--- config.mk ---
export PLATFORM = sky130hd
export DESIGN_NAME = saa_front
export DESIGN_NICKNAME = d
export VERILOG_FILES = /design/src/design/saa_pkg.sv /design/src/design/saa_front.sv
export SDC_FILE = /design/constraint.sdc
export NUM_CORES = 1
export LEC_CHECK = 0
export BUFFER_PORTS_ARGS = -buffer_cell sky130_fd_sc_hd__buf_4
export CAP_MARGIN = 20
export CORE_MARGIN = 1
export CORE_UTILIZATION = 50
export DETAILED_ROUTE_END_ITERATION = 7
export PLACE_DENSITY_LB_ADDON = 0.1
export SLEW_MARGIN = 20
export SYNTH_ARGS = -nofsm -noshare
export SYNTH_HDL_FRONTEND = slang
export SYNTH_SLANG_ARGS = --single-unit
--- constraint.sdc ---
create_clock -name clk -period 25.3 [get_ports clk]
set_clock_uncertainty 0.2 [all_clocks]
set_input_delay 3.795 -clock clk [delete_from_list [all_inputs] [get_ports clk]]
set_output_delay 3.795 -clock clk [all_outputs]
set_load 0.05 [all_outputs]
--- src/design/saa_pkg.sv ---
`timescale 1ns / 1ps
package saa_pkg;
	localparam int PARTICLES  = 1024;
	localparam int MAX_COUNT  = 255;
	localparam int DIMENSIONS = 3;
	localparam int IDX_W      = 10;
	localparam int SUM_W      = 40;
	localparam int CNT_W      = 8;
	localparam int Q_W        = 32;
	localparam int ROW_W      = 6 * SUM_W + CNT_W + 1;

	typedef enum logic {KIND_ADD = 1'b0, KIND_READ = 1'b1} kind_t;

	typedef struct packed {
		logic              kind;
		logic              cluster_used;
		logic              slot_filled;
		logic [IDX_W-1:0]  particle_index;
		logic signed [31:0] pos_x;
		logic signed [31:0] pos_y;
		logic signed [31:0] pos_z;
		logic signed [31:0] vel_x;
		logic signed [31:0] vel_y;
		logic signed [31:0] vel_z;
	} in_t;

	typedef struct packed {
		logic [IDX_W-1:0]   out_index;
		logic signed [31:0] avg_pos_x;
		logic signed [31:0] avg_pos_y;
		logic signed [31:0] avg_pos_z;
		logic signed [31:0] avg_vel_x;
		logic signed [31:0] avg_vel_y;
		logic signed [31:0] avg_vel_z;
		logic [CNT_W-1:0]   contributions;
		logic               overflowed;
	} out_t;

	// classified command passed front to back
	typedef struct packed {
		logic                  rd;
		logic                  ok;
		logic [IDX_W-1:0]      idx;
		logic [5:0][Q_W-1:0]   v;
	} cmd_t;

	typedef enum logic [2:0] {
		ST_IDLE, ST_FETCH, ST_ADD, ST_DIV, ST_OUT, ST_CLEAR
	} st_t;
endpackage

--- src/design/saa_front.sv ---
`timescale 1ns / 1ps
module saa_front import saa_pkg::*; (
	input  logic clk,
	input  logic arst_n,
	input  logic in_valid,
	output logic in_stall,
	input  in_t  in_data,
	output logic q_valid,
	input  logic q_pop,
	output cmd_t q_cmd
);
	cmd_t       mem_q [2];
	logic [1:0] cnt_q;
	logic       wp_q, rp_q;
	cmd_t       c;
	logic       push, keep;

	always_comb begin
		c.rd  = in_data.kind;
		c.ok  = in_data.particle_index < IDX_W'(PARTICLES - 1) ||
			in_data.particle_index == IDX_W'(PARTICLES - 1);
		c.idx = in_data.particle_index;
		c.v   = {in_data.pos_x, in_data.pos_y, in_data.pos_z,
			in_data.vel_x, in_data.vel_y, in_data.vel_z};
	end

	assign in_stall = cnt_q == 2'd2;
	assign keep     = in_data.kind == KIND_READ ||
		(in_data.cluster_used && in_data.slot_filled && c.ok);
	assign push     = in_valid && !in_stall && keep;
	assign q_valid  = cnt_q != 2'd0;
	assign q_cmd    = mem_q[rp_q];

	always_ff @(posedge clk) begin
		if (push) mem_q[wp_q] <= c;
	end

	always_ff @(posedge clk or negedge arst_n) begin
		if (!arst_n) begin
			cnt_q <= '0; wp_q <= 1'b0; rp_q <= 1'b0;
		end else begin
			if (push) wp_q <= !wp_q;
			if (q_pop) rp_q <= !rp_q;
			cnt_q <= cnt_q + 2'(push) - 2'(q_pop);
		end
	end
endmodule

[Word-level counts from Yosys, hierarchy flattened]
Memory sizes are Yosys's and may differ from the RTL's.
Index checks and enable logic that the tools add are counted.
Storage, ports and cells
  register bits after elaboration: 4
  RAM bits: 408
  input port bits: 209
  output and inout bits: 206
  logic and storage cells: 21
  memories kept: 1
Cells by class
  $add $sub $neg: 2
  magnitude comparators: 1
  eq/ne operators: 2
  multiplexer cells: 2
  reduce and logical (&&, ||, !) cells: 10
Memories
  mem_q: depth 2, width 204, read ports 1, clocked after memory_dff 0, wr ports 1, line saa_front.sv:12  | cmd_t mem_q [2];
Operators with widths (number)
  equality test 10 bit (second input constant): 1
  < comparator 10 bit (second input constant): 1
  logical AND 1 bit: 4
  zero test 1 bit: 3
  adder 2 x 1 -> 2 bit: 1
  equality test 2 bit (second input constant): 1
  logical OR 1 bit: 2
  2-to-1 mux 1 bit: 2
  nonzero test 2 bit: 1
  subtractor 2 x 1 -> 2 bit: 1

[Logic depth before layout (Yosys ltp)]
  depth in word-level cells: 7
  mapped depth: 8
  mapped depth without buffers: 7

[Worst setup path after synthesis]
Ideal clock, no wire load.
  path type: input port to flip-flop
  start: in in_data[203] (netlist name)
  end: mem mem_q[0][0] (netlist name) (enable)
  setup time: 0.776 ns
  arrival time: 12.870 ns
  required time: 24.324 ns
  setup slack: 11.454 ns
  stages: 4
  path buffers: 1
  cell sequence: a21oi_4 > or3b_1 > buf_6 > nor2_1
On the way
  longest elaborated chain between the ends: 6
RTL lines
  start: declaration: line saa_front.sv:7  | input in_t in_data,
  logical AND 1 bit (2 in a row): line saa_front.sv:29  | (in_data.cluster_used && in_data.slot_filled && c.ok);
  logical OR 1 bit: line saa_front.sv:28  | assign keep = in_data.kind == KIND_READ ||
  logical AND 1 bit: line saa_front.sv:30  | assign push = in_valid && !in_stall && keep;
  2-to-1 mux 1 bit: line saa_front.sv:35  | if (push) mem_q[wp_q] <= c;
  2-to-1 mux 1 bit (implied by the code): line saa_front.sv:35
  end: declaration: line saa_front.sv:12
No other way between the ends.

==> flow_results.xml <==
<?xml version="1.0" encoding="UTF-8"?>
<metrics>
  <group name="yosys">
    <metric name="synth_area_per_cell" unit="um^2">22.92</metric>
    <metric name="synth_top_cell_area_share" unit="">0.8159</metric>
    <metric name="fraction_of_the_yosys_area_taken_by_sequential_cells" unit="">0.8226</metric>
    <metric name="synth-async-reset-ratio" unit="">0.009709</metric>
    <metric name="synthMostInstantiatedCell" unit="">sky130_fd_sc_hd__edfxtp_1</metric>
    <metric name="synthesis.yosys.warnings" unit="">0</metric>
    <metric name="synthXorXnorAreaFrac" unit="">0.002833</metric>
    <metric name="synth-compound-area-share" unit="">0.001083</metric>
    <metric name="synth_fa_ha_area_frac" unit="">0.001667</metric>
    <metric name="synth_top_cells_by_area" unit="">sky130_fd_sc_hd__edfxtp_1 (82%), sky130_fd_sc_hd__mux2_1 (12%), sky130_fd_sc_hd__mux2_2 (3.7%)</metric>
    <metric name="yosys_register_bits" unit="">412</metric>
    <metric name="postSynth.topFlopCell" unit="">sky130_fd_sc_hd__edfxtp_1</metric>
    <metric name="synthMuxAreaShare" unit="">0.1530</metric>
    <metric name="synth.cell_area" unit="um^2">15020</metric>
    <metric name="synth_common_cells" unit="">sky130_fd_sc_hd__edfxtp_1 (408), sky130_fd_sc_hd__mux2_1 (155), sky130_fd_sc_hd__mux2_2 (49), sky130_fd_sc_hd__buf_6 (18), sky130_fd_sc_hd__buf_2 (6)</metric>
    <metric name="synth_cell_types" unit="">18</metric>
    <metric name="synth-simple-area-share" unit="">0.002583</metric>
    <metric name="yosys.area.top_type" unit="">sky130_fd_sc_hd__edfxtp_1</metric>
    <metric name="combinational_family_with_the_most_area_after_synthesis" unit="">multiplexers</metric>
    <metric name="synth_cells" unit="">655</metric>
    <metric name="synth_enable_flop_cells" unit="">408</metric>
  </group>
  <group name="final_layout">
    <metric name="post_route_cells_drive_above_1_share" unit="">0.4704</metric>
    <metric name="area_growth" unit="%">31.55</metric>
    <metric name="nNetsFinal" unit="">1310</metric>
    <metric name="fill_cells" unit="">2062</metric>
    <metric name="stdcell_count" unit="">1523</metric>
  </group>
  <group name="route">
    <metric name="vias_after_detailed_routing" unit="">7588</metric>
    <metric name="dr.pass1.iters" unit="">4</metric>
    <metric name="vias_per_cell" unit="">4.982</metric>
    <metric name="wl_per_cell" unit="um">19.74</metric>
    <metric name="drtAntennaViolNets" unit="">0</metric>
    <metric name="detail_route.drc_violations" unit="">0</metric>
    <metric name="dr_iter_0_viols" unit="">452</metric>
    <metric name="finalWirelength" unit="um">30070</metric>
  </group>
  <group name="critical_path">
    <metric name="critPathSlowestCell" unit="">sky130_fd_sc_hd__dfrtp_4</metric>
    <metric name="cp-start-kind" unit="">register</metric>
    <metric name="worst-endpoint-required" unit="ns">21.30</metric>
    <metric name="logic_depth_of_the_worst_register_to_register_path" unit="">5</metric>
    <metric name="worstPathCellList" unit="">buf_4 &gt; mux2_1 &gt; buf_4</metric>
    <metric name="worstPathArrival" unit="ns">3.15</metric>
    <metric name="worstSetupPathType" unit="">reg2out</metric>
    <metric name="reg2reg_from" unit="">cnt_q[1]$_DFF_PN0_</metric>
    <metric name="cp_common_cell" unit="">sky130_fd_sc_hd__buf_4</metric>
    <metric name="regToRegEndpoint" unit="">mem_q[1][125]$_DFFE_PP_</metric>
    <metric name="setup.reg_to_reg.worst_slack" unit="ns">21.57</metric>
    <metric name="path_max_fanout" unit="">76</metric>
    <metric name="worstSetupEndpointType" unit="">output pin</metric>
    <metric name="worst_path_largest_cell_delay" unit="ns">1.02</metric>
  </group>
  <group name="pwr">
    <metric name="pwr_density_cell" unit="nW/um^2">124.4</metric>
    <metric name="switching_share" unit="">0.3890</metric>
    <metric name="power_share_of_the_clock_group" unit="">0.232</metric>
    <metric name="internal_power" unit="mW">1.502</metric>
    <metric name="report.power.total" unit="mW">2.458</metric>
    <metric name="leakage_power_figure" unit="nW">7.340</metric>
    <metric name="seq_power_share" unit="">0.372</metric>
    <metric name="vdd_drop_max" unit="mV">0.1155</metric>
    <metric name="power.net_switching" unit="mW">0.9560</metric>
    <metric name="comb_power_share" unit="">0.396</metric>
  </group>
  <group name="sta">
    <metric name="final_max_slew_viol_count" unit="">0</metric>
    <metric name="finalSetupViolCount" unit="">0</metric>
    <metric name="fmaxAchievable" unit="GHz">0.1399</metric>
    <metric name="hold_violations" unit="">0</metric>
    <metric name="maxSlewHeadroom" unit="">0.2924</metric>
    <metric name="timing_worst_slew_pin_value" unit="ns">1.061</metric>
    <metric name="tmin_final" unit="ns">7.150</metric>
    <metric name="final_worst_setup_slack" unit="ns">18.15</metric>
    <metric name="layout_worst_path_cycle_share" unit="">0.2826</metric>
    <metric name="grt_setup_unrepaired" unit="">no</metric>
    <metric name="hold_ws" unit="ns">0.2984</metric>
    <metric name="timing.setup.tns" unit="ns">0</metric>
  </group>
  <group name="status">
    <metric name="outcome" unit="">completed</metric>
  </group>
  <group name="die">
    <metric name="io-pin-count" unit="">415</metric>
    <metric name="rows" unit="">63</metric>
    <metric name="core_area" unit="um^2">29560</metric>
    <metric name="floorplan.initialDensity" unit="">0.5080</metric>
    <metric name="fp.dieArea" unit="um^2">30730</metric>
    <metric name="die_span_in_x" unit="um">175.3</metric>
    <metric name="dieHeight" unit="um">175.3</metric>
  </group>
  <group name="min_path">
    <metric name="worst_hold_path.endpoint" unit="">cnt_q[1]$_DFF_PN0_</metric>
    <metric name="hold_path.startpoint" unit="">cnt_q[1]$_DFF_PN0_</metric>
    <metric name="hold_depth" unit="">1</metric>
    <metric name="hold_class" unit="">reg2reg</metric>
  </group>
  <group name="flow_run">
    <metric name="drv.max_cap_violation_count" unit="">0</metric>
  </group>
  <group name="grt">
    <metric name="antenna_found_initial" unit="">2</metric>
    <metric name="grt_max_degree" unit="">77</metric>
    <metric name="grt_pass1_vias" unit="">7911</metric>
    <metric name="grtUsageTotal" unit="">0.1912</metric>
    <metric name="grt_pass1_wl" unit="um">43800</metric>
    <metric name="grt_overflow" unit="">0</metric>
  </group>
  <group name="clocking">
    <metric name="cts_buffers" unit="">42</metric>
    <metric name="insertion_delay" unit="ns">0.52</metric>
    <metric name="cts_post_setup_buffers_inserted" unit="">0</metric>
    <metric name="cts_tree" unit="">yes</metric>
    <metric name="ctsLongestPathBuffers" unit="">3</metric>
    <metric name="h-tree-depth" unit="">2</metric>
    <metric name="clkTransAtPathRegs" unit="ns">0.06</metric>
    <metric name="clock_tree.root_cell" unit="">sky130_fd_sc_hd__clkbuf_16</metric>
    <metric name="clock_sink_count" unit="">412</metric>
    <metric name="post_cts_resized" unit="">0</metric>
    <metric name="postCtsHoldBufs" unit="">0</metric>
  </group>
  <group name="placed_design">
    <metric name="placedCellCount" unit="">1445</metric>
    <metric name="post-place-ws" unit="ns">18.14</metric>
    <metric name="finalWeightedCongestion" unit="">0.7413</metric>
    <metric name="place.port_buffers" unit="">414</metric>
    <metric name="detailed_place_hpwl" unit="um">20130</metric>
  </group>
</metrics>
logic make-up after synthesis:
| group | count (synthesis) |
|---|---|
| and+or+nand+nor | 5 |
| muxes | 204 |
| adders and majority gates | 2 |
| xor gates and xnor gates | 4 |
| AOI/OAI and AO/OA | 1 |
| buffers and inverters | 26 |
| other | 1 |
| DFF | 412 |
critical path: cells and delay by family, from the launching register on:
kind	cells	cell delay, ns
buf+inv	2	1.13
flops	1	1.02
mux	1	0.42
registers in the layout (all words and copies together), names as in the netlist:
| name | cells |
|---|---|
| mem_q | 408 |
| cnt_q | 2 |
| rp_q | 1 |
| wp_q | 1 |
cell type report:
type | instances | area, um^2 | area share
diodes | 2 | 5.005 | 0.0002534
clock buffers | 52 | 1152 | 0.05834
clock inverters | 24 | 128.9 | 0.006524
inverters | 2 | 7.507 | 0.0003801
multi-input cells | 218 | 2440 | 0.1235
flip-flops and latches | 412 | 12360 | 0.6255
well taps | 390 | 488.0 | 0.02470
repair buffers | 423 | 3176 | 0.1608
how the worst max path moves through the flow:
stage	endpoint	slack, ns	cells past startpoint	start
3_3_place_gp	mem_q[1][122]$_DFFE_PP_	18.12	6	in_data[203]
4_1_cts	q_cmd[134]	18.08	3	rp_q$_DFFE_PN0P_
2_1_floorplan	mem_q[0][0]$_DFFE_PP_	11.45	4	in_data[203]
6_report	q_cmd[158]	18.15	3	rp_q$_DFFE_PN0P_
3_5_place_dp	mem_q[1][126]$_DFFE_PP_	18.14	6	in_data[203]
5_1_grt	q_cmd[134]	17.96	3	rp_q$_DFFE_PN0P_
layout by cell type (no fill, tap or decap), drive strengths merged:
cell / synthesis / layout
or2: 1 / 1
clkbuf: 0 / 52
buf: 24 / 423
nor2b: 1 / 1
edfxtp: 408 / 408
mux2: 204 / 204
xnor2: 3 / 3
conb: 1 / 2
diode: 0 / 2
inv: 2 / 3
xor2: 1 / 1
clkinv: 0 / 22
or3b: 1 / 1
ha: 2 / 2
a21oi: 1 / 1
bufinv: 0 / 1
nor2: 2 / 2
dfrtp: 4 / 4
stage by stage:
stage	instance area, um^2	utilization
final	19750	0.6682
after global routing	19750	0.6682
after CTS	19750	0.6681
after detailed placement	18470	0.6247
after global placement	18470	0.6247
after floorplan	15020	-
power by group through the flow:
stage               Clock, mW  Sequential [mW]  Combinational [mW]
floorplan                   0            0.929               0.727
detailed placement          0            0.929               0.981
global placement            0            0.924               0.981
global route            0.606            0.925                1.01
CTS                     0.582            0.916               0.985
finish                  0.569            0.914               0.975
per-layer routing:
layer | vias up | global-route usage | wire [um] | part of all wire
li1 | 3500 | - | - | -
met1 | 3712 | 0.2160 | 10870 | 0.36
met2 | 311 | 0.3201 | 14900 | 0.50
met3 | 65 | 0.07532 | 3166 | 0.11
met4 | 0 | 0.08696 | 1130 | 0.038
met5 | - | 0 | 0 | 0
No activity file was read; power rests on OpenSTA's default activity.
